<file path="src/hdl/palette_rgb565_tile_reorder_core_defines.svh">
// Assertion macros shared by the palette converter modules.
// Each macro expects the including module to have ports named clock and reset.
`ifndef PALETTE_RGB565_TILE_REORDER_CORE_DEFINES_SVH
`define PALETTE_RGB565_TILE_REORDER_CORE_DEFINES_SVH

// The consequent must hold in the same cycle as the antecedent.
`define PRTR_ASSERT_NOW(label, ante, cons, msg) \
   label: assert property (@(posedge clock) disable iff (reset) (ante) |-> (cons)) \
      else $error(msg);

// The consequent must hold in the cycle after the antecedent.
`define PRTR_ASSERT_NEXT(label, ante, cons, msg) \
   label: assert property (@(posedge clock) disable iff (reset) (ante) |=> (cons)) \
      else $error(msg);

`endif

</file>
<file path="src/hdl/prtr_pkg.sv">
// Shared types, constants and the color packing function for the palette converter.
// Has no dependencies; every module of the block but prtr_ram imports it.
package prtr_pkg;

   localparam int MAX_WIDTH_DEF  = 1024;
   localparam int MAX_HEIGHT_DEF = 1024;

   localparam int CSR_INDEX_W   = 3;
   localparam int CSR_DATA_W    = 11;
   localparam int COLOUR_W      = 8;
   localparam int WORD_W        = 16;
   localparam int DEST_W        = 20;
   localparam int PALETTE_DEPTH = 256;
   localparam int QUEUE_DEPTH   = 4;

   typedef enum logic {
      CMD_PALETTE = 1'b0,
      CMD_PIXEL   = 1'b1
   } cmd_type;

   typedef enum logic [CSR_INDEX_W-1:0] {
      CSR_IMAGE_WIDTH  = 3'd0,
      CSR_IMAGE_HEIGHT = 3'd1,
      CSR_TILE_WIDTH   = 3'd2,
      CSR_TILE_HEIGHT  = 3'd3,
      CSR_TILING_ON    = 3'd4
   } csr_reg_type;

   // Control part of one queued word. The position counters travel beside it.
   typedef struct packed {
      cmd_type               cmd;
      logic [COLOUR_W-1:0]   addr;
      logic [WORD_W-1:0]     word;
      logic                  frame_done;
   } job_ctl_type;

   // Cut the components to 5/6/5 bits, pack red on top and swap the two bytes.
   function automatic logic [WORD_W-1:0] pack_swapped(input logic [COLOUR_W-1:0] red,
                                                      input logic [COLOUR_W-1:0] green,
                                                      input logic [COLOUR_W-1:0] blue);
      logic [WORD_W-1:0] packed_word;
      packed_word = {red[7:3], green[7:2], blue[7:3]};
      return {packed_word[7:0], packed_word[15:8]};
   endfunction

endpackage

</file>
<file path="src/hdl/prtr_front.sv">
// Front half: accepts words, packs palette colors and tracks the output position.
// Depends on the shared package and the assertion macro header.
`include "palette_rgb565_tile_reorder_core_defines.svh"
module prtr_front import prtr_pkg::*; #(
   parameter int MAX_WIDTH  = MAX_WIDTH_DEF,
   parameter int MAX_HEIGHT = MAX_HEIGHT_DEF,
   localparam int CW   = $clog2(MAX_WIDTH),
   localparam int RW   = $clog2(MAX_HEIGHT),
   localparam int CWW  = $clog2(MAX_WIDTH + 1),
   localparam int CHW  = $clog2(MAX_HEIGHT + 1),
   localparam int CNTW = $clog2(RW)
) (
   input  logic                clock,
   input  logic                reset,
   input  logic                req_valid,
   output logic                req_stall,
   input  logic                req_cmd,
   input  logic [COLOUR_W-1:0] req_entry_number,
   input  logic [COLOUR_W-1:0] req_red,
   input  logic [COLOUR_W-1:0] req_green,
   input  logic [COLOUR_W-1:0] req_blue,
   input  logic [COLOUR_W-1:0] req_colour_index,
   input  logic [CWW-1:0]      w_size,
   input  logic [CHW-1:0]      h_size,
   input  logic [CWW-1:0]      tw_size,
   input  logic [CHW-1:0]      th_size,
   input  logic                rows_stale,
   input  logic                queue_full,
   output logic                push,
   output job_ctl_type         job_ctl,
   output logic [CW-1:0]       job_col,
   output logic [CW-1:0]       job_itc,
   output logic [CW-1:0]       job_tc,
   output logic [RW-1:0]       job_row,
   output logic [RW-1:0]       job_itr,
   output logic [RW-1:0]       job_tr
);

   logic             frame_start_ff, frame_start_in;
   logic [CW-1:0]    col_ff, col_in;
   logic [CW-1:0]    itc_ff, itc_in;
   logic [CW-1:0]    tc_ff, tc_in;
   logic [RW-1:0]    row_ff, row_in;
   logic [RW-1:0]    itr_ff, itr_in;
   logic [RW-1:0]    tr_ff, tr_in;

   logic             div_pending_ff, div_pending_in;
   logic             div_busy_ff, div_busy_in;
   logic             rows_ready_ff, rows_ready_in;
   logic [RW-1:0]    div_rem_ff, div_rem_in;
   logic [RW-1:0]    div_quo_ff, div_quo_in;
   logic [CNTW-1:0]  div_cnt_ff, div_cnt_in;
   logic [RW:0]      div_trial;
   logic             div_take;

   logic             is_pixel;
   logic             accept_pixel;
   logic [CW-1:0]    cur_col, cur_itc, cur_tc;
   logic [RW-1:0]    cur_row, cur_itr, cur_tr;
   logic             row_end, tile_col_end, last_pixel;

   assign is_pixel     = (cmd_type'(req_cmd) == CMD_PIXEL);
   assign req_stall    = queue_full || (is_pixel && frame_start_ff && !rows_ready_ff);
   assign push         = req_valid && !req_stall;
   assign accept_pixel = push && is_pixel;

   // Row divider: splits the bottom output row into tile row and row within the tile,
   // one quotient bit per cycle. It reruns whenever a height register is written.
   always_comb begin
      div_pending_in = div_pending_ff;
      div_busy_in    = div_busy_ff;
      rows_ready_in  = rows_ready_ff;
      div_rem_in     = div_rem_ff;
      div_quo_in     = div_quo_ff;
      div_cnt_in     = div_cnt_ff;
      div_trial      = {div_rem_ff, div_quo_ff[RW-1]};
      div_take       = (div_trial >= (RW+1)'(th_size));
      if (rows_stale) begin
         div_pending_in = 1'b1;
         div_busy_in    = 1'b0;
         rows_ready_in  = 1'b0;
      end else if (div_pending_ff) begin
         div_pending_in = 1'b0;
         div_busy_in    = 1'b1;
         div_rem_in     = '0;
         div_quo_in     = RW'(h_size - 1'b1);
         div_cnt_in     = CNTW'(RW - 1);
      end else if (div_busy_ff) begin
         div_rem_in = div_take ? RW'(div_trial - (RW+1)'(th_size)) : RW'(div_trial);
         div_quo_in = {div_quo_ff[RW-2:0], div_take};
         div_cnt_in = div_cnt_ff - 1'b1;
         if (div_cnt_ff == '0) begin
            div_busy_in   = 1'b0;
            rows_ready_in = 1'b1;
         end
      end
   end

   // Position counters. The first pixel of a frame starts from the reloaded values.
   always_comb begin
      cur_col = frame_start_ff ? '0 : col_ff;
      cur_itc = frame_start_ff ? '0 : itc_ff;
      cur_tc  = frame_start_ff ? '0 : tc_ff;
      cur_row = frame_start_ff ? RW'(h_size - 1'b1) : row_ff;
      cur_itr = frame_start_ff ? div_rem_ff : itr_ff;
      cur_tr  = frame_start_ff ? div_quo_ff : tr_ff;

      row_end      = (CWW'(cur_col) >= CWW'(w_size - 1'b1));
      tile_col_end = (CWW'(cur_itc) >= CWW'(tw_size - 1'b1));
      last_pixel   = row_end && (cur_row == '0);

      frame_start_in = frame_start_ff;
      col_in = col_ff;
      itc_in = itc_ff;
      tc_in  = tc_ff;
      row_in = row_ff;
      itr_in = itr_ff;
      tr_in  = tr_ff;

      if (accept_pixel) begin
         frame_start_in = last_pixel;
         row_in = cur_row;
         itr_in = cur_itr;
         tr_in  = cur_tr;
         if (row_end) begin
            col_in = '0;
            itc_in = '0;
            tc_in  = '0;
            if (cur_row != '0) begin
               row_in = cur_row - 1'b1;
               if (cur_itr == '0) begin
                  itr_in = RW'(th_size - 1'b1);
                  tr_in  = (cur_tr != '0) ? cur_tr - 1'b1 : cur_tr;
               end else begin
                  itr_in = cur_itr - 1'b1;
               end
            end
         end else begin
            col_in = cur_col + 1'b1;
            if (tile_col_end) begin
               itc_in = '0;
               tc_in  = cur_tc + 1'b1;
            end else begin
               itc_in = cur_itc + 1'b1;
               tc_in  = cur_tc;
            end
         end
      end
   end

   always_ff @(posedge clock) begin
      if (reset) begin
         frame_start_ff <= 1'b1;
         col_ff         <= '0;
         itc_ff         <= '0;
         tc_ff          <= '0;
         row_ff         <= '0;
         itr_ff         <= '0;
         tr_ff          <= '0;
         div_pending_ff <= 1'b1;
         div_busy_ff    <= 1'b0;
         rows_ready_ff  <= 1'b0;
      end else begin
         frame_start_ff <= frame_start_in;
         col_ff         <= col_in;
         itc_ff         <= itc_in;
         tc_ff          <= tc_in;
         row_ff         <= row_in;
         itr_ff         <= itr_in;
         tr_ff          <= tr_in;
         div_pending_ff <= div_pending_in;
         div_busy_ff    <= div_busy_in;
         rows_ready_ff  <= rows_ready_in;
      end
      div_rem_ff <= div_rem_in;
      div_quo_ff <= div_quo_in;
      div_cnt_ff <= div_cnt_in;
   end

   always_comb begin
      job_ctl.cmd        = cmd_type'(req_cmd);
      job_ctl.addr       = is_pixel ? req_colour_index : req_entry_number;
      job_ctl.word       = pack_swapped(req_red, req_green, req_blue);
      job_ctl.frame_done = is_pixel && last_pixel;
   end

   assign job_col = cur_col;
   assign job_itc = cur_itc;
   assign job_tc  = cur_tc;
   assign job_row = cur_row;
   assign job_itr = cur_itr;
   assign job_tr  = cur_tr;

   `PRTR_ASSERT_NOW(a_front_rows_ready, accept_pixel && frame_start_ff, rows_ready_ff, "frame started before the row split was ready")
   `PRTR_ASSERT_NEXT(a_front_frame_restart, push && job_ctl.frame_done, frame_start_ff, "last pixel did not rearm the frame start")

endmodule

</file>
<file path="config.mk">
export PLATFORM = sky130hd
export DESIGN_NAME = prtr_front
export DESIGN_NICKNAME = d
export VERILOG_FILES = /design/src/hdl/prtr_pkg.sv /design/src/hdl/prtr_front.sv
export VERILOG_INCLUDE_DIRS = /design/src /design/src/hdl
export SDC_FILE = /design/constraint.sdc
export NUM_CORES = 1
export LEC_CHECK = 0
export BUFFER_PORTS_ARGS = -buffer_cell sky130_fd_sc_hd__buf_2
export CORE_ASPECT_RATIO = 0.9
export CORE_UTILIZATION = 55
export CTS_CLUSTER_DIAMETER = 200
export DETAILED_ROUTE_END_ITERATION = 10
export PLACE_DENSITY = 0.85
export SLEW_MARGIN = 20
export SYNTH_ARGS = -nofsm -noshare
export SYNTH_HDL_FRONTEND = slang
export SYNTH_SLANG_ARGS = --single-unit
export TNS_END_PERCENT = 30
</file>
<file path="constraint.sdc">
create_clock -name clock -period 5.3 [get_ports clock]
set_input_delay 0 -clock clock [delete_from_list [all_inputs] [get_ports clock]]
set_output_delay 0 -clock clock [all_outputs]
set_load 0.1 [all_outputs]
</file>
* Yosys cells after proc, flatten, opt, wreduce, memory -nomap -nowiden
Index checks and enable logic that the tools add are counted.
** Operators by class
- Add/subtract/negate cells :: 12
- Magnitude comparators :: 3
- Muxes and demuxes :: 30
- Bitwise gates (word level) :: 2
- Reductions and logical operators :: 18
** Operators by type and width (number)
- 10-bit 2-to-1 mux :: 24
- 10-bit by 1-bit subtractor with 10-bit output (second input constant) :: 5
- 10-bit by 1-bit adder with 10-bit output (second input constant) :: 3
- 10-bit by 11-bit >= comparator with 1-bit output :: 2
- 11-bit by 1-bit subtractor with 11-bit output (second input constant) :: 2
- 10-bit zero test :: 2
- 10-bit nonzero test :: 2
- 11-bit >= comparator :: 1
- 10-bit subtractor :: 1
- 8-bit 2-to-1 mux :: 1
- 1-bit logical AND :: 6
- 4-bit zero test :: 1
- 1-bit 2-to-1 mux :: 4
- 4-bit 2-to-1 mux :: 1
- 4-bit by 1-bit subtractor with 4-bit output (second input constant) :: 1
- 3-bit AND reduction :: 1
- 1-bit zero test :: 2
- 1-bit inverter :: 2
- 2-bit AND reduction :: 1
- 2-bit nonzero test :: 1
- 2-bit OR reduction :: 1
- 1-bit logical OR :: 1
** Word-level totals
- Register bits :: 88
- Input port bits :: 90

* Depth between registers and ports, before layout
- Depth after elaboration :: 6
- Gate-level depth with buffers :: 21
- Depth with buffers taken out :: 15

* Least setup slack after synthesis
Ideal clock, no wire load.
- Path type :: flip-flop to output port
- From :: register frame_start_ff
- To :: output job_ctl[0] (netlist name)
- Arrival time :: 5.726 ns
- Data required time :: 5.300 ns
- Path slack :: -0.426 ns
- Stages on the path, launching flop included :: 21
- Cell sequence :: dfxtp_1 buf_2 buf_4 buf_4 buf_4 clkbuf_1 buf_2 buf_2 buf_2 clkbuf_1 nor2b_1 ha_1 a211oi_1 o21ai_0 a21oi_1 o21ai_0 and2_1 clkbuf_1 clkbuf_1 and4_1 and2_1
** RTL lines
- from (decl) :: RTL line prtr_front.sv:39 : logic frame_start_ff, frame_start_in;
- from (signal assigned) :: RTL line prtr_front.sv:164 : frame_start_ff <= frame_start_in;
- to (decl) :: RTL line prtr_front.sv:30 : output job_ctl_type job_ctl,

* Worst setup path in the final report
- From :: register frame_start_ff
- To :: register itr_ff[8]
** On the way
- Word-level cells in the longest chain between the ends :: 6
- Elaborated cells between the ends (all ways) :: 16
- Those cells by class :: 1 x add/sub; 1 x order compare; 6 x mux; 8 x reduce/logical
** Ends and longest elaborated chain
- branches (longest 6 deep; another with 10-bit by 1-bit subtractor with 10-bit output)
- to (signal assigned) :: RTL line prtr_front.sv:169 : itr_ff <= itr_in;
- to (decl) :: RTL line prtr_front.sv:44 : logic [RW-1:0] itr_ff, itr_in;
Several ways; the timed one is not identified.
A chain may end at the register's enable or synchronous reset.

==> key figures <==
Route
  • DRT antenna net count: 0
  • Drt drc: 0
  • Initial DRC count: 648
  • WL final: 18,300 microns
  • Via count: 6,971
  • Drt pass-1 iters: 7
  • DR WL/cell: 15.9 microns
  • DR vias/cell: 6.06

Timing
  • Max Slew Vio Count: 0
  • Max_slew headroom: 25.8%
  • WHS: 0.0000386 ns
  • Final Setup Violations: 0
  • RSZ-0062 raised after global routing: no
  • Setup TNS: 0 ns
  • Tcrit/Tclk final: 74.7%
  • Final hold violations: 0
  • Min Tclk post-route: 3.96 ns
  • Final setup skew: 0.00841 ns
  • FMAX: 0.253 GHz
  • Slew @ Worst Pin: 1.09 ns

Critical path
  • CP top delay family: compound AO/OA/AOI/OAI gates
  • Required time worst endpoint: 5.53 ns
  • Startpoint Class: flip-flop
  • Worst path cell trace: mux2_2, nand2b_1, nor3_4, a21oi_1, ha_1, o21ai_0, a2111oi_0, nand4_1, mux2i_1, a32oi_1, o31ai_1
  • CP bufs+invs: 0
  • CP peak stage delay: 0.96 ns
  • Critical R2R Capture: itr_ff[8]
  • Setup Crit Path Kind: flip-flop to flip-flop
  • Arr. time, crit path: 4.18 ns
  • Flop-to-flop setup slack: 1.34 ns
  • FF-to-FF path depth: 11
  • R2R Path Start: frame_start_ff
  • Slowest cell on crit path: a2111oi_0
  • Critical path capture point type: flip-flop
  • Largest fanout on the critical path: 60

Yosys
  • Syn Inst Count: 884
  • Syn Nets: 1,017
  • Largest family of logic cells by synthesized area: simple AND/OR/NAND/NOR gates
  • Synth Area in Compound Gates: 17.4%
  • Post-synthesis mux area share: 6.57%
  • Fraction of registers with async set/reset: 0%
  • Cell variety after synth: 73
  • Yosys reg bits: 88
  • Yosys warnings: 0
  • Sequential share of the synthesized area: 28.1%
  • Post-synth EDFFs: 24
  • Area share of and/or/nand/nor cells after synthesis: 27.7%
  • Mapped Area: 7140 sq um
  • XOR/XNOR Fraction of Synth Area: 5.40%
  • Syn Area/Cell: 8.07 sq um
  • Post-Synth Adder-Cell Area: 7.64%
  • Main synth FF type: dfxtp_1

GRT
  • Global-route wire length before repair: 29,700 microns
  • Vias in the first global route: 6,341
  • Initial antenna violation count: 0
  • GRT overflow: 0
  • All-layer global routing usage: 27.8%
  • Largest net degree at the start of global routing: 65

Floorplan
  • Die width: 122 microns
  • Die H: 110 microns
  • Initial Utilization: 56.3%
  • Cell Rows: 39
  • I/O pins: 178
  • Core Region: 12,700 sq um
  • Die area: 13,400 sq um

Run
  • Maxcap violations: 0

Power
  • Worst vdd ir: 0.163 mV
  • Pint: 1280 uW
  • PwrDens: 243 nW/um^2
  • Comb pwr share: 28.3%
  • Clock power share: 34.2%
  • Switching power: 698 uW
  • Switching share of power: 35.3%
  • Seq pwr share: 37.4%
  • Static leakage power: 0.00340 uW

Clock tree
  • Sinks on Clock Net: 88
  • Gates resized, CTS repair: 0
  • Worst-Skew Late Latency: 0.34 ns
  • H-tree lvl count: 3
  • Clk buf depth: 2
  • Post-CTS setup buffers: 0
  • Reg clk slew, reported paths: 0.07 ns
  • TritonCTS buffer count: 9
  • Root buffer cell: clkbuf_16
  • CTS tree: done

Hold path
  • Worst hold path depth: 0
  • Hold Path Sink: job_ctl[13]
  • Worst Hold Launch: req_blue[7]
  • Hold Path Class: input port to output pin

Finish
  • Commonest cells after routing, fill and taps aside: buf_2, nor2_1, dfxtp_1
  • Most common cell after layout, fill and taps aside: buf_2
  • Layout area overhead: 14.0%
  • Count of nets after finishing: 1,115
  • Fin area: 8130 sq um
  • ANT cells: 0
  • Layout cells sized above 1: 21.8%

Placed design
  • Post-DP HPWL: 13,400 microns
  • Placer Congestion: 0.931
  • Number of port buffers: 136
  • Area after DPL: 7810 sq um

Outcome
  • Status: finished, final reports clean
## worst max-delay path by stage
stage	start	to	slack [ns]	depth (start not counted)
after floorplan	frame_start_ff	job_ctl[0]	-0.07	17
after global placement	frame_start_ff	itr_ff[8]	1.54	11
after detailed placement	tw_size[2]	itc_ff[4]	1.43	15
after CTS	frame_start_ff	job_ctl[0]	1.41	11
after global routing	frame_start_ff	itr_ff[8]	1.01	11
final	frame_start_ff	itr_ff[8]	1.34	11
## registers in the layout, indices dropped and copies added (netlist names)
name	cells
tc_ff	10
rows_ready_ff	1
tr_ff	10
div_quo_ff	10
row_ff	10
div_rem_ff	10
div_pending_ff	1
col_ff	10
itc_ff	10
frame_start_ff	1
itr_ff	10
div_busy_ff	1
div_cnt_ff	4
## per-layer routing
layer / share of wire [%] / track usage [%] / up-vias
met5: 0 / 0 / -
li1: - / - / 3381
met1: 45 / 37.0 / 3248
met2: 46 / 45.4 / 302
met4: 2.7 / 13.0 / 0
met3: 6.8 / 3.34 / 40
## synthesized netlist by cell type (5+ instances only)
| master | count | share of area [%] |
|---|---|---|
| a211oi_1 | 16 | 1.7 |
| a21o_1 | 7 | 0.74 |
| a21oi_1 | 59 | 4.1 |
| a22oi_1 | 9 | 0.95 |
| a311oi_1 | 6 | 0.74 |
| a31oi_1 | 14 | 1.2 |
| and2_1 | 6 | 0.53 |
| and3_1 | 12 | 1.1 |
| buf_2 | 7 | 0.49 |
| buf_4 | 22 | 2.3 |
| clkbuf_1 | 28 | 1.5 |
| dfxtp_1 | 64 | 18 |
| edfxtp_1 | 24 | 10 |
| ha_1 | 42 | 7.4 |
| inv_1 | 49 | 2.6 |
| mux2_2 | 23 | 3.6 |
| mux2i_1 | 21 | 2.9 |
| nand2_1 | 59 | 3.1 |
| nand2b_1 | 11 | 0.96 |
| nand3_1 | 26 | 1.8 |
| nand3b_1 | 23 | 2.4 |
| nand4_1 | 17 | 1.5 |
| nand4b_1 | 5 | 0.61 |
| nor2_1 | 95 | 5.0 |
| nor2b_1 | 30 | 2.6 |
| nor3_1 | 30 | 2.1 |
| nor3b_1 | 7 | 0.74 |
| nor4_1 | 8 | 0.70 |
| o21ai_0 | 35 | 2.5 |
| o31ai_1 | 7 | 0.74 |
| o41ai_1 | 5 | 0.61 |
| or2_2 | 7 | 0.61 |
| or3_1 | 10 | 0.88 |
| or4_1 | 5 | 0.53 |
| xnor2_1 | 36 | 4.4 |
| xor2_1 | 8 | 0.98 |
## what timing repair did
item                                   in CTS  in global routing
endpoints found under the hold margin       3                  0
setup endpoints to repair                   0                  0
hold buffers                                1                  0
## per-stage QoR
stage | total power, uW | instances | setup WS (ns) | utilization (%)
after floorplan | 1240 | 884 | -0.0675 | -
after global placement | 1300 | 1134 | 1.54 | 61.5
after detailed placement | 1310 | 1134 | 1.43 | 61.5
after CTS | 1980 | 1151 | 1.41 | 64.1
after global routing | 2050 | 1151 | 1.01 | 64.1
final | 1970 | 1151 | 1.34 | 64.1
## logic make-up (layout without fill, tap and decap cells)
group,after synthesis,count (layout)
AOI/OAI and AO/OA,188,188
DFF,88,88
and+or+nand+nor,367,367
buffers and inverters,110,213
muxes,44,44
adders and majority gates,43,43
xor gates and xnor gates,44,44
## worst register-to-register path, delay by kind of cell (launching register included)
family | cells | cell delay [ns]
compound gates | 5 | 1.62
fa+ha+maj | 1 | 0.23
flops | 1 | 0.79
mux | 2 | 0.57
simple gates | 3 | 0.64
## cell type report
type | instances | area (sq um)
multi-input combinational | 686 | 4650
fill | 1151 | 4550
sequential | 88 | 2010
timing repair buffer | 148 | 773
clock buffer | 12 | 268
tap | 164 | 205
inverter | 49 | 184
clock inverter | 4 | 48.8
## power groups by stage
stage	Sequential, uW	Combinational (uW)	Clock (uW)
after floorplan	742	498	0
after global placement	753	543	0
after detailed placement	753	553	0
after CTS	739	556	685
after global routing	742	599	708
final	739	559	676
(Power assumes the default switching activity.)
