### config.mk
export PLATFORM = sky130hd
export DESIGN_NAME = prtr_fifo
export DESIGN_NICKNAME = d
export VERILOG_FILES = /design/src/hdl/prtr_pkg.sv /design/src/hdl/prtr_fifo.sv
export VERILOG_INCLUDE_DIRS = /design/src /design/src/hdl
export SDC_FILE = /design/constraint.sdc
export NUM_CORES = 1
export LEC_CHECK = 0
export ABC_AREA = 1
export BUFFER_PORTS_ARGS = -buffer_cell sky130_fd_sc_hd__buf_2
export CORE_UTILIZATION = 40
export CTS_CLUSTER_DIAMETER = 150
export DETAILED_ROUTE_END_ITERATION = 7
export PLACE_DENSITY = 0.68
export SYNTH_ARGS = -nofsm -noshare
export SYNTH_HDL_FRONTEND = slang
export SYNTH_SLANG_ARGS = --single-unit
### constraint.sdc
create_clock -name clock -period 1.28 [get_ports clock]
set_input_delay 0.192 -clock clock [delete_from_list [all_inputs] [get_ports clock]]
set_output_delay 0.192 -clock clock [all_outputs]
set_load 0.05 [all_outputs]
### src/hdl/palette_rgb565_tile_reorder_core_defines.svh
// Assertion macros shared by the palette converter modules.
// Each macro expects the including module to have ports named clock and reset.
`ifndef PALETTE_RGB565_TILE_REORDER_CORE_DEFINES_SVH
`define PALETTE_RGB565_TILE_REORDER_CORE_DEFINES_SVH

// The consequent must hold in the same cycle as the antecedent.
`define PRTR_ASSERT_NOW(label, ante, cons, msg) \
   label: assert property (@(posedge clock) disable iff (reset) (ante) |-> (cons)) \
      else $error(msg);

// The consequent must hold in the cycle after the antecedent.
`define PRTR_ASSERT_NEXT(label, ante, cons, msg) \
   label: assert property (@(posedge clock) disable iff (reset) (ante) |=> (cons)) \
      else $error(msg);

`endif

### src/hdl/prtr_pkg.sv
// Shared types, constants and the color packing function for the palette converter.
// Has no dependencies; every module of the block but prtr_ram imports it.
package prtr_pkg;

   localparam int MAX_WIDTH_DEF  = 1024;
   localparam int MAX_HEIGHT_DEF = 1024;

   localparam int CSR_INDEX_W   = 3;
   localparam int CSR_DATA_W    = 11;
   localparam int COLOUR_W      = 8;
   localparam int WORD_W        = 16;
   localparam int DEST_W        = 20;
   localparam int PALETTE_DEPTH = 256;
   localparam int QUEUE_DEPTH   = 4;

   typedef enum logic {
      CMD_PALETTE = 1'b0,
      CMD_PIXEL   = 1'b1
   } cmd_type;

   typedef enum logic [CSR_INDEX_W-1:0] {
      CSR_IMAGE_WIDTH  = 3'd0,
      CSR_IMAGE_HEIGHT = 3'd1,
      CSR_TILE_WIDTH   = 3'd2,
      CSR_TILE_HEIGHT  = 3'd3,
      CSR_TILING_ON    = 3'd4
   } csr_reg_type;

   // Control part of one queued word. The position counters travel beside it.
   typedef struct packed {
      cmd_type               cmd;
      logic [COLOUR_W-1:0]   addr;
      logic [WORD_W-1:0]     word;
      logic                  frame_done;
   } job_ctl_type;

   // Cut the components to 5/6/5 bits, pack red on top and swap the two bytes.
   function automatic logic [WORD_W-1:0] pack_swapped(input logic [COLOUR_W-1:0] red,
                                                      input logic [COLOUR_W-1:0] green,
                                                      input logic [COLOUR_W-1:0] blue);
      logic [WORD_W-1:0] packed_word;
      packed_word = {red[7:3], green[7:2], blue[7:3]};
      return {packed_word[7:0], packed_word[15:8]};
   endfunction

endpackage

### src/hdl/prtr_fifo.sv
// Small register queue between the front and back halves of the converter.
// Depends on the shared package and the assertion macro header.
`include "palette_rgb565_tile_reorder_core_defines.svh"
module prtr_fifo import prtr_pkg::*; #(
   parameter int WIDTH = 8,
   parameter int DEPTH = QUEUE_DEPTH,
   localparam int PW = $clog2(DEPTH),
   localparam int NW = $clog2(DEPTH + 1)
) (
   input  logic             clock,
   input  logic             reset,
   input  logic             push,
   input  logic [WIDTH-1:0] push_data,
   input  logic             pop,
   output logic [WIDTH-1:0] pop_data,
   output logic             empty,
   output logic             full
);

   logic [WIDTH-1:0] slot_ff [DEPTH];
   logic [PW-1:0]    wr_ptr_ff, wr_ptr_in;
   logic [PW-1:0]    rd_ptr_ff, rd_ptr_in;
   logic [NW-1:0]    count_ff, count_in;

   always_comb begin
      wr_ptr_in = wr_ptr_ff;
      rd_ptr_in = rd_ptr_ff;
      count_in  = count_ff;
      if (push) begin
         wr_ptr_in = (wr_ptr_ff == PW'(DEPTH - 1)) ? '0 : wr_ptr_ff + 1'b1;
      end
      if (pop) begin
         rd_ptr_in = (rd_ptr_ff == PW'(DEPTH - 1)) ? '0 : rd_ptr_ff + 1'b1;
      end
      if (push && !pop) begin
         count_in = count_ff + 1'b1;
      end else if (pop && !push) begin
         count_in = count_ff - 1'b1;
      end
   end

   always_ff @(posedge clock) begin
      if (reset) begin
         wr_ptr_ff <= '0;
         rd_ptr_ff <= '0;
         count_ff  <= '0;
      end else begin
         wr_ptr_ff <= wr_ptr_in;
         rd_ptr_ff <= rd_ptr_in;
         count_ff  <= count_in;
      end
      if (push) begin
         slot_ff[wr_ptr_ff] <= push_data;
      end
   end

   assign pop_data = slot_ff[rd_ptr_ff];
   assign empty    = (count_ff == '0);
   assign full     = (count_ff == NW'(DEPTH));

   `PRTR_ASSERT_NOW(a_fifo_no_overflow, push, !full, "queue written while full")
   `PRTR_ASSERT_NOW(a_fifo_no_underflow, pop, !empty, "queue read while empty")

endmodule

* Word-level counts from Yosys, hierarchy flattened
Memories as Yosys holds them, arrays and structs flattened. A register that Yosys moved wholly into a read port is not among the register bits. Cells that the tools add are included.
Storage, ports and cells: register bits after elaboration 7, bits in latches 0, memory bits (writable) 32, ROM bits 0, input bits 12, output and inout port bits 10, logic and storage cells 25, memories kept 1
Memories:
- slot_ff | words 4, bits a word 8, rd ports 1, clocked after memory_dff 1, write ports 1, line prtr_fifo.sv:20 | logic [WIDTH-1:0] slot_ff [DEPTH];
Operators by class: $add $sub $neg 4, multiply operators 0, div/mod/pow operators 0, order comparisons 0, equality and inequality tests 3, shift-type cells 0, muxes and demuxes 8, bitwise logic cells 0, reduce and logical (&&, ||, !) cells 6
Operators by type and width (count):
- two-way mux 2 bit | 4
- two-way mux 3 bit | 2
- adder 2 x 1 -> 2 bit, second input constant | 2
- == test 2 bit, second input constant | 2
- adder 3 x 1 -> 3 bit, second input constant | 1
- == test 3 bit, second input constant | 1
- zero test 3 bit | 1
- subtractor 3 x 1 -> 3 bit, second input constant | 1
- logical AND 1 bit | 2
- zero test 1 bit | 2
- two-way mux 1 bit | 2
- nonzero test 2 bit | 1

* Longest topological paths before layout
Gate-level depths: netlist (run 1).
depth in word-level cells 4, depth in mapped cells 10, mapped depth without buffers 10

* Worst setup path before layout (run 1)
OpenSTA, ideal clock, no wires.
path kind reg-to-output, from register count_ff[0], to output empty, arrival 1.431 ns, required time 1.088 ns, setup slack -0.343 ns, stages on the path, launching flop included 2, path buffers 0, path through dfxtp_1 -> nor3_1
On the way: longest elaborated chain between the ends 1
RTL lines:
- from (decl) | line prtr_fifo.sv:23 | logic [NW-1:0] count_ff, count_in;
- from (signal assigned) | line prtr_fifo.sv:50 | count_ff <= count_in;
- zero test 3 bit | line prtr_fifo.sv:58 | assign empty = (count_ff == '0);
- to (decl) | line prtr_fifo.sv:16 | output logic empty,
No other way between the ends.

==> results by group, run 1 <==
Placement
  • Post-place setup slack: -0.182 ns
  • Half-perimeter wire length of the detailed placement result: 2250 um
  • Number of placed cells counting well taps: 213
  • RD Place Congestion: 0.726
  • Buffers added on ports: 21

Pwr
  • Internal power contribution: 0.00218 W
  • Reported net switching power: 0.000936 W
  • Portion of total power attributed to combinational logic: 23.6%
  • Total power draw: 0.00311 W
  • Clk pwr share: 26.1%
  • P per Cell Area: 1360 nW/um2
  • Sw frac: 30.0%
  • Sequential power share: 50.4%
  • P_leak: 0.877 nW
  • Max VDD drop: 0.000737 V

Final layout
  • Highest-count cells in the layout ignoring fill and taps: edfxtp_1, nor2_1, inv_1
  • Synth-to-layout area growth: 38.3%
  • Number of nets in the layout: 191
  • Fill cells: 291
  • Number of antenna diodes: 0
  • Cell Count, Final, Fillers Out: 221
  • Most frequent standard cell in the layout excluding fill and tap cells: edfxtp_1
  • Layout cell share with drive strength beyond 1: 45.1%

STA
  • Final hold viol count: 0
  • Final setup violation count: 8
  • Worst setup slack after layout: -0.172 ns
  • RSZ-0062 raised after global routing: yes
  • Number of max-slew violations in the final report: 0
  • Max transition margin: 85.3%
  • Final setup TNS: -1.27 ns
  • Period Utilization, post-route: 113%
  • Slew at the pin closest to its max-slew limit: 0.219 ns
  • Timing-limited maximum frequency: 689 MHz
  • Tmin final: 1.45 ns
  • Worst clock skew on the final layout: 0.00500 ns

Worst setup path
  • Beginning of the worst register-to-register path: count_ff[0]$_SDFFE_PP0P_
  • Classification of the worst setup path: register to output port
  • Startpoint type of the worst setup path: register
  • Required time of the worst setup path: 1.09 ns
  • Endpoint of the most critical setup path: pop_data[2]
  • Critical path endpoint category: output port
  • Critical path buffer and inverter count: 2
  • Slowest Stage Delay on Critical Path: 0.38 ns
  • Capture instance of the worst register-to-register path: count_ff[2]$_SDFFE_PP0P_
  • R2r worst-path depth: 6
  • Number of gates on the worst path with buffers counted: 4
  • Largest fanout of any net on the critical path: 8
  • Slowest cell on crit path: dfxtp_4
  • Critical-path cell list: buf_8 -> nor2_1 -> o22ai_4 -> buf_6
  • Data arrival time of the critical path: 1.26 ns
  • Critical path's top delay family: flip-flops
  • Slack of the worst reg-to-reg path: 0.03 ns

Route
  • Total Routed Length: 3140 um
  • Routed wl met3: 125 um
  • Post-route DRC: 0
  • Initial DRT Pass Iterations: 4
  • Routed len/inst: 14.2 um
  • Max Used Layer: met4
  • Via count: 1117
  • Met2 routed WL: 1730 um
  • Wire length on met1: 1210 um
  • Drt via density: 5.05
  • DRT antenna net count: 0
  • 1st-iter DRT viols: 48

Floorplan
  • DIE AREA: 4390 um2
  • Core region area: 3800 um2
  • I/O pin count: 22
  • Initial Utilization: 43.5%
  • Total number of placement rows: 22
  • Die height: 66.3 um
  • Horiz. Die Dim: 66.3 um

Clocking
  • Buffers from clock root to sink, at most: 2
  • Deepest level of the CTS H-tree: 2
  • TritonCTS clock tree: yes
  • Buffer type at the clock tree root: clkbuf_8
  • Clock Sink Count: 41
  • Number of buffers created by CTS: 5
  • Clk slew on worst S/H paths: 0.07 ns
  • Insertion delay of the later-clocked pin in the worst-skew pair: 0.30 ns

Synthesis
  • Synth Net Count: 154
  • Number of distinct library cells after synthesis: 19
  • Top area cells in the synthesized netlist: edfxtp_1, dfxtp_1, nor2_1
  • Ys Warns: 0
  • Post-synthesis sequential element count: 41
  • Post-Synthesis Mean Instance Area: 12.2 um2
  • Post-synthesis cell area: 1650 um2
  • Sequential share of the synthesized area: 69.1%
  • Count of mapped cells out of synthesis: 135
  • Proportion of netlist area held by the largest area contributor: 58.2%
  • Cell type with the largest total area after synthesis: edfxtp_1

Global route
  • Via count of the first global-routing pass: 1106
  • Pin count of the biggest net entering global routing: 17
  • Global-route wire length before repair: 5160 um
  • Congestion Overflow GR: 0
  • Total Routing Usage GR: 17.0%
  • Initial antenna violation count: 0

Hold path
  • Hold/Removal Path Class: input pin to register

Flow run
  • Max capacitance violation total: 0

Outcome
  • Outcome: finished, violations left
  • Failing checks: negative setup slack
cell usage after synthesis:
cell and n:
nand3_1 1, buf_6 2, fa_1 1, nand2_1 8, ha_1 6, inv_1 15
nor2_1 22, dfxtp_1 9, xor2_1 1, nor2_2 2, nand4_1 1, inv_2 1
nor3_1 4, o21ai_1 2, o22ai_1 8, a21oi_1 3, o21ai_2 2, edfxtp_1 32
o21ai_0 15
through the flow:
step / util [%] / cell area, um2 / hold slack [ns]
after floorplan: - / 1760 / 0.264
final: 60.1 / 2280 / 0.101
after global routing: 60.1 / 2280 / 0.104
after CTS: 59.3 / 2250 / 0.0967
after global placement: 53.6 / 2040 / 0.403
after detailed placement: 53.6 / 2040 / 0.410
sequential cells by signal, summed over array words and instances, names as in the netlist, named ones only:
signal / count
count_ff: 3
rd_ptr_ff: 2
wr_ptr_ff: 2
slot_ff: 32
cell type report:
cell class | count | area, um2 | share of cell area [%]
Inverter | 16 | 67.6 | 2.96
Sequential cell | 41 | 1150 | 50.5
Timing Repair Buffer | 32 | 308 | 13.5
Clock buffer | 5 | 68.8 | 3.01
Clock inverter | 3 | 17.5 | 0.767
Tap cell | 48 | 60.1 | 2.63
Multi-Input combinational cell | 76 | 609 | 26.7
worst reg2reg max path, delay by kind of cell (launching register included):
kind	cells	cell delay, ns
adder cells (fa/ha/maj)	1	0.39
AND/OR/NAND/NOR	4	0.37
flip-flops	1	0.36
buffers and inverters	1	0.06
metal layers:
| layer | GRT usage (%) | up-vias |
|---|---|---|
| met5 | 0 | - |
| met4 | 9.57 | 0 |
| met3 | 5.17 | 5 |
| met2 | 28.7 | 22 |
| met1 | 18.8 | 542 |
| li1 | - | 548 |
power groups by stage:
stage	clock (W)	combinational [W]	sequential [W]
after floorplan	0	0.000451	0.00157
after global placement	0	0.000607	0.00158
after detailed placement	0	0.000628	0.00158
after CTS	0.000829	0.000727	0.00156
after global routing	0.000883	0.000787	0.00158
final	0.000811	0.000734	0.00157
repair_timing:
item                       CTS  global route
buffers inserted             0             0
pin swaps                    0             1
resized for setup           56             9
hold buffers                 0             0
setup endpoints to repair   11            12
cloned                       0             0
cells by family (layout without fill, tap and decap cells):
group                      after synthesis  after routing  share of synthesized area, %
AOI/OAI and AO/OA                       30             30                          10.2
xor gates and xnor gates                 1              1                         0.530
DFF                                     41             41                          69.1
buffers and inverters                   18             56                          5.00
and+or+nand+nor                         38             38                          9.47
adders and majority gates                7              7                          5.76
how the worst min path moves through the flow:
stage | from | end | slack [ns] | cells after the start
after floorplan | reset | count_ff[0]$_SDFFE_PP0P_ | 0.26 | 1
after global placement | push_data[3] | slot_ff[3][3]$_DFFE_PP_ | 0.40 | 1
after detailed placement | push_data[6] | slot_ff[3][6]$_DFFE_PP_ | 0.41 | 1
after CTS | reset | count_ff[0]$_SDFFE_PP0P_ | 0.1 | 2
after global routing | reset | count_ff[0]$_SDFFE_PP0P_ | 0.10 | 2
final | reset | count_ff[0]$_SDFFE_PP0P_ | 0.10 | 2
No activity file was read; power rests on OpenSTA's default activity.
==> run 2: changes to the inputs <==
--- a/config.mk
+++ b/config.mk
@@ -8,10 +8,13 @@
 export LEC_CHECK = 0
 export ABC_AREA = 1
 export BUFFER_PORTS_ARGS = -buffer_cell sky130_fd_sc_hd__buf_2
-export CORE_UTILIZATION = 40
+export CELL_PAD_IN_SITES_DETAIL_PLACEMENT = 1
+export CELL_PAD_IN_SITES_GLOBAL_PLACEMENT = 2
+export CORE_UTILIZATION = 37
 export CTS_CLUSTER_DIAMETER = 150
 export DETAILED_ROUTE_END_ITERATION = 7
-export PLACE_DENSITY = 0.68
+export PLACE_DENSITY = 0.83
+export SETUP_SLACK_MARGIN = 0.15
 export SYNTH_ARGS = -nofsm -noshare
 export SYNTH_HDL_FRONTEND = slang
 export SYNTH_SLANG_ARGS = --single-unit
==> constraint.sdc (replaced) <==
create_clock -name clock -period 1.42 [get_ports clock]
set_input_delay 0.213 -clock clock [delete_from_list [all_inputs] [get_ports clock]]
set_output_delay 0.213 -clock clock [all_outputs]
set_load 0.05 [all_outputs]
==> results by group, run 2 (synthesis gave the netlist of run 1 again) <==
STA
  • Hold slack final: 0.116 ns (+0.0148 ns)
  • Tmin final: 1.49 ns
  • Final setup violation count: 8 (unchanged)
  • Slew at the pin closest to its max-slew limit: 0.222 ns (+0.00341 ns)
  • Worst setup slack after layout: -0.0661 ns (+0.106 ns)
  • Period Utilization, post-route: 105%
  • Final hold viol count: 0 (unchanged)
  • RSZ-0062 raised after global routing: yes
  • Max transition margin: 85.1% (-0.23 points)
  • Timing-limited maximum frequency: 673 MHz
  • Number of max-slew violations in the final report: 0 (unchanged)
  • Worst clock skew on the final layout: 0.00643 ns (+0.00143 ns)

Clocking
  • Buffers from clock root to sink, at most: 2 (unchanged)
  • Number of buffers created by CTS: 5 (unchanged)
  • Buffer type at the clock tree root: clkbuf_8
  • TritonCTS clock tree: yes
  • Insertion delay of the later-clocked pin in the worst-skew pair: 0.29 ns (about the same)
  • Clk slew on worst S/H paths: 0.07 ns (about the same)
  • Deepest level of the CTS H-tree: 2 (unchanged)
  • Clock Sink Count: 41 (unchanged)

Final layout
  • Layout cell share with drive strength beyond 1: 56.1% (+11 points)
  • Synth-to-layout area growth: 41.0%
  • Max FFs per register: 32 (unchanged)
  • Area of the multi-input gates: 666 um2 (+9.2%)
  • Number of nets in the layout: 191 (unchanged)
  • Highest-count cells in the layout ignoring fill and taps: edfxtp_1, o21ai_2, nor2_1, buf_6
  • Fill cells: 418 (+44%)
  • Seq. cell area: 1160 um2 (+0.87%)
  • Number of antenna diodes: 0 (unchanged)
  • Register with the most flip-flops: slot_ff
  • Largest registers in the final layout: slot_ff (32), count_ff (3)
  • Most frequent standard cell in the layout excluding fill and tap cells: edfxtp_1
  • Cell Count, Final, Fillers Out: 223 (+0.90%)

Pwr
  • Clk pwr share: 25.0% (-1.1 points)
  • Sequential power share: 50.2% (-0.2 points)
  • Total power draw: 0.00285 W (-8.4%)
  • Sw frac: 30.3% (+0.27 points)
  • Reported net switching power: 0.000865 W (-7.6%)
  • Max VDD drop: 0.000516 V (-30%)
  • P_leak: 0.862 nW (-1.8%)
  • Internal power contribution: 0.00199 W (-8.8%)
  • Portion of total power attributed to combinational logic: 24.8% (+1.2 points)
  • P per Cell Area: 1220 nW/um2 (-10%)

Floorplan
  • Die height: 68.8 um (+3.9%)
  • I/O pin count: 22 (unchanged)
  • Horiz. Die Dim: 68.8 um (+3.9%)
  • DIE AREA: 4730 um2 (+7.9%)
  • Initial Utilization: 39.9% (-3.6 points)
  • Total number of placement rows: 23 (+4.5%)
  • Core region area: 4140 um2 (+9.1%)

Worst setup path
  • Largest fanout of any net on the critical path: 6 (-2)
  • Classification of the worst setup path: register to output port
  • Number of gates on the worst path with buffers counted: 4 (unchanged)
  • Dominant cell type by count on the critical path: buf_6
  • Data arrival time of the critical path: 1.27 ns (about the same)
  • Critical path endpoint category: output port
  • Slack of the worst reg-to-reg path: 0.22 ns (+0.19 ns)
  • Critical path's top delay family: flip-flops
  • Critical path buffer and inverter count: 2 (unchanged)
  • Startpoint type of the worst setup path: register
  • Slowest Stage Delay on Critical Path: 0.42 ns (+0.04 ns)
  • Critical-path cell list: buf_6 -> o21ai_2 -> o22ai_4 -> buf_6
  • Required time of the worst setup path: 1.21 ns (+0.12 ns)
  • Slowest cell on crit path: dfxtp_4
  • R2r worst-path depth: 7 (+1)

Global route
  • Total Routing Usage GR: 18.5% (+1.5 points)
  • Global-route wire length before repair: 5910 um (+15%)
  • Initial antenna violation count: 0 (unchanged)
  • Pin count of the biggest net entering global routing: 17 (unchanged)
  • Congestion Overflow GR: 0 (unchanged)
  • Via count of the first global-routing pass: 1226 (+11%)

Placement
  • RD Place Congestion: 0.704 (-3.1%)
  • Half-perimeter wire length of the detailed placement result: 2650 um (+18%)
  • Buffers added on ports: 21 (unchanged)
  • Number of placed cells counting well taps: 213 (unchanged)

Outcome
  • Failing checks: negative setup slack
  • Outcome: finished, violations left

Hold path
  • Hold/Removal Path Class: input pin to register
  • Cells on Worst Hold Path: 2 (unchanged)

Route
  • Drt via density: 5.06 (+0.17%)
  • DRT antenna net count: 0 (unchanged)
  • Post-route DRC: 0 (unchanged)
  • Routed len/inst: 16.4 um (+15%)
  • 1st-iter DRT viols: 50 (+4.2%)
  • Initial DRT Pass Iterations: 4 (unchanged)
  • Via count: 1129 (+1.1%)
  • Total Routed Length: 3650 um (+16%)

Flow run
  • Max capacitance violation total: 0 (unchanged)
-- run 2: changes by cell type in the layout (fill, tap and decap cells not counted), sizes merged --
| cell | before | now |
|---|---|---|
| inv | 16 | 14 |
| clkbuf | 5 | 6 |
| clkinvlp | 1 | 2 |
-- run 2: through the flow --
step | TNS, ns | util, % | setup slack [ns] | instance area, um2
floorplan | -0.447 | - | -0.224 | 1760
global placement | 0 | 47.9 | 0.0187 | 1990
detailed placement | -0.0653 | 47.9 | -0.0650 | 1990
CTS | -0.554 | 55.2 | -0.0776 | 2290
global route | -0.935 | 56.2 | -0.130 | 2330
finish | -0.409 | 56.2 | -0.0661 | 2330
-- run 2: layout make-up --
type                    instances  share of cell area [%]
repair buffers                 32                    11.9
inverters                      16                    3.33
well taps                      50                    2.69
clock buffers                   6                    3.12
multi-input cells              76                    28.6
clock inverters                 2                   0.430
flip-flops and latches         41                    49.9
-- run 2: worst register-to-register path, stage by stage (launching register included) --
cell	delay [ns]
dfxtp_4	0.38
fa_2	0.41
inv_2	0.07
nand2_2	0.06
nand3_2	0.08
nand2_2	0.05
inv_2	0.04
nor2_1	0.03
-- run 2: power by group through the flow --
stage                     registers (W)  logic, W  clock network (W)
after floorplan                 0.00142  0.000406                  0
after global placement          0.00142  0.000540                  0
after detailed placement        0.00143  0.000567                  0
after CTS                       0.00142  0.000692           0.000733
after global routing            0.00144  0.000764           0.000788
final                           0.00143  0.000708           0.000712
-- run 2: final timing paths --
path                                                start                        end
worst max-delay path                             register                pop_data[4]
worst min-delay path                                reset   count_ff[0]$_SDFFE_PP0P_
worst max register to register   count_ff[1]$_SDFFE_PP0P_   count_ff[2]$_SDFFE_PP0P_
worst min register to register  wr_ptr_ff[1]$_SDFFE_PP0P_  wr_ptr_ff[1]$_SDFFE_PP0P_
-- run 2: routing by layer --
metal	wire length (um)	vias up	GRT usage, %	share of wire, %
met5	0	-	0	0
met4	17	0	5.36	0.47
met3	172	2	6.09	4.7
met2	2060	22	34.9	56
met1	1400	557	19.2	38
li1	-	548	-	-
-- run 2: what timing repair did --
action	CTS	global route
hold buffers	0	0
pin swaps	3	6
gates resized for setup	79	17
endpoints found under the setup margin	27	28
setup buffers	1	0
gates cloned	1	0
==> run 3: changes to the inputs <==
--- a/config.mk
+++ b/config.mk
@@ -14,6 +14,7 @@
 export CTS_CLUSTER_DIAMETER = 150
 export DETAILED_ROUTE_END_ITERATION = 7
 export PLACE_DENSITY = 0.83
+export REMOVE_ABC_BUFFERS = 1
 export SETUP_SLACK_MARGIN = 0.15
 export SYNTH_ARGS = -nofsm -noshare
 export SYNTH_HDL_FRONTEND = slang
==> results by group, run 3 (synthesis gave the netlist of run 1 again) <==
Outcome
  • Outcome: finished, violations left
  • Failing checks: negative setup slack

STA
  • Worst setup slack after layout: -0.143 ns (-0.0770 ns)
  • Worst clock skew on the final layout: 0.00628 ns (-0.000147 ns)
  • Period Utilization, post-route: 110% (+5.4 points)
  • RSZ-0062 raised after global routing: yes
  • Slew at the pin closest to its max-slew limit: 0.222 ns (-0.000525 ns)
  • Final setup violation count: 8 (unchanged)
  • Max transition margin: 85.2% (+0.10 points)
  • Timing-limited maximum frequency: 640 MHz (-4.9%)
  • Final setup TNS: -0.642 ns (-0.233 ns)
  • Final hold viol count: 0 (unchanged)
  • Number of max-slew violations in the final report: 0 (unchanged)
  • Tmin final: 1.56 ns (+0.0770 ns)

Route
  • Routed len/inst: 16.3 um (-0.58%)
  • Drt via density: 5.12 (+1.2%)
  • DRT antenna net count: 0 (unchanged)
  • Total Routed Length: 3750 um (+2.5%)
  • Post-route DRC: 0 (unchanged)
  • Via count: 1178 (+4.3%)
  • Initial DRT Pass Iterations: 4 (unchanged)
  • 1st-iter DRT viols: 58 (+16%)

Clocking
  • Number of buffers created by CTS: 5 (unchanged)
  • Buffers from clock root to sink, at most: 2 (unchanged)
  • Buffer type at the clock tree root: clkbuf_8
  • TritonCTS clock tree: yes
  • Number of hold buffers added after CTS: 0 (unchanged)
  • Clock Sink Count: 41 (unchanged)
  • Clk slew on worst S/H paths: 0.08 ns (about the same)
  • Deepest level of the CTS H-tree: 2 (unchanged)
  • Insertion delay of the later-clocked pin in the worst-skew pair: 0.29 ns (about the same)

Worst setup path
  • Dominant cell type by count on the critical path: buf_6
  • Startpoint type of the worst setup path: register
  • Critical path endpoint category: output port
  • Required time of the worst setup path: 1.21 ns (about the same)
  • Slowest cell on crit path: dfxtp_4
  • Classification of the worst setup path: register to output port
  • Critical path's top delay family: buffers and inverters
  • Largest fanout of any net on the critical path: 6 (unchanged)
  • Slowest Stage Delay on Critical Path: 0.40 ns (-0.02 ns)
  • R2r worst-path depth: 4 (-3)
  • Number of gates on the worst path with buffers counted: 5 (+1)
  • Data arrival time of the critical path: 1.35 ns (+0.08 ns)
  • Critical-path cell list: buf_6 -> buf_6 -> o21ai_2 -> o22ai_2 -> buf_6
  • Critical path buffer and inverter count: 3 (+1)

Final layout
  • Largest registers in the final layout: slot_ff (32), count_ff (3)
  • Seq. cell area: 1160 um2 (-0.22%)
  • Layout cell share with drive strength beyond 1: 53.9% (-2.2 points)
  • Number of antenna diodes: 0 (unchanged)
  • Core utilization of the finished layout: 56.6% (+0.36 points)
  • Number of nets in the layout: 198 (+3.7%)
  • Post-route cell area: 2340 um2 (+0.65%)
  • Synth-to-layout area growth: 41.9%
  • Area of the multi-input gates: 586 um2 (-12%)
  • Max FFs per register: 32 (unchanged)
  • Fill cells: 430 (+2.9%)
  • Most frequent standard cell in the layout excluding fill and tap cells: edfxtp_1
  • Highest-count cells in the layout ignoring fill and taps: edfxtp_1, nor2_1, o21ai_2, buf_6, buf_4
  • Register with the most flip-flops: slot_ff

Flow run
  • Max capacitance violation total: 0 (unchanged)

Floorplan
  • Horiz. Die Dim: 68.8 um (unchanged)
  • Initial Utilization: 39.9% (unchanged)
  • Die height: 68.8 um (unchanged)
  • I/O pin count: 22 (unchanged)
  • Total number of placement rows: 23 (unchanged)
  • DIE AREA: 4730 um2 (unchanged)
  • Core region area: 4140 um2 (unchanged)

Placement
  • RD Place Congestion: 0.762 (+8.2%)
  • Half-perimeter wire length of the detailed placement result: 2540 um (-4.2%)
  • Post-place setup slack: -0.0387 ns (+0.0263 ns)
  • Buffers added on ports: 21 (unchanged)
  • Placed Instance Area: 1900 um2 (-4.2%)

Pwr
  • Clk pwr share: 31.3% (+6.3 points)
  • P_leak: 0.901 nW (+4.6%)
  • Total power draw: 0.00303 W (+6.4%)
  • P per Cell Area: 1290 nW/um2 (+5.7%)
  • Max VDD drop: 0.000675 V (+31%)
  • Sequential power share: 46.8% (-3.4 points)
  • Portion of total power attributed to combinational logic: 22.0% (-2.8 points)
  • Sw frac: 27.4% (-2.9 points)
  • Reported net switching power: 0.000832 W (-3.8%)
  • Internal power contribution: 0.00220 W (+11%)

Global route
  • Initial antenna violation count: 0 (unchanged)
  • Met1 usage in global routing: 20.1% (+0.86 points)
  • Global-route wire length before repair: 5580 um (-5.7%)
  • Via count of the first global-routing pass: 1172 (-4.4%)
  • Layer with the highest usage: met2
  • Global-route track usage on met3: 5.10% (-0.99 points)
  • Congestion Overflow GR: 0 (unchanged)
  • Global-route track usage on met2: 29.4% (-5.5 points)
  • Total Routing Usage GR: 17.5% (-1.0 points)
  • Pin count of the biggest net entering global routing: 13 (-4)

Hold path
  • Cells on Worst Hold Path: 1 (-1)
  • Hold/Removal Path Class: input pin to register
## run 3: layout make-up
cell class | count | area share (%)
flip-flops and latches | 41 | 49.5
inverters | 16 | 3.26
multi-input cells | 76 | 25.0
clock inverters | 1 | 1.28
clock buffers | 7 | 3.68
well taps | 50 | 2.67
repair buffers | 39 | 14.6
## run 3: power by group through the flow
stage | Sequential (W) | Combinational (W) | Clock (W)
detailed placement | 0.00143 | 0.000498 | 0
CTS | 0.00141 | 0.000595 | 0.000975
global route | 0.00142 | 0.000717 | 0.00103
finish | 0.00142 | 0.000667 | 0.000949
floorplan | 0.00142 | 0.000321 | 0
global placement | 0.00142 | 0.000473 | 0
## run 3: routing by layer
layer / part of all wire (%) / vias up
met4: 3.5 / 0
met1: 43 / 574
met5: 0 / -
met3: 3.7 / 12
li1: - / 562
met2: 50 / 30
## run 3: what timing repair did
item                                    CTS  global route
endpoints found under the setup margin   34            31
gates resized for setup                  62            31
setup buffers                             2             5
pin swaps                                12             9
## run 3: worst reg2reg max path: stages, from the launching register on
cell and delay, ns:
dfxtp_2 0.35, inv_1 0.07, ha_1 0.19, nand2_2 0.09, clkinvlp_4 0.21
## run 3: path summary, 6_finish.rpt
| path | start | endpoint | slack, ns |
|---|---|---|---|
| hold reg to reg | wr_ptr_ff[1]$_SDFFE_PP0P_ | wr_ptr_ff[1]$_SDFFE_PP0P_ | 0.54 |
| hold / removal | push_data[0] | slot_ff[1][0]$_DFFE_PP_ | 0.13 |
| setup reg to reg | wr_ptr_ff[1]$_SDFFE_PP0P_ | slot_ff[1][3]$_DFFE_PP_ | 0.21 |
| setup / recovery | register | pop_data[7] | -0.14 |
## run 3: metrics by stage
stage	std cells	hold WS (ns)
floorplan	133	0.285
global placement	215	0.423
detailed placement	215	0.433
CTS	225	0.128
global route	230	0.125
finish	230	0.134
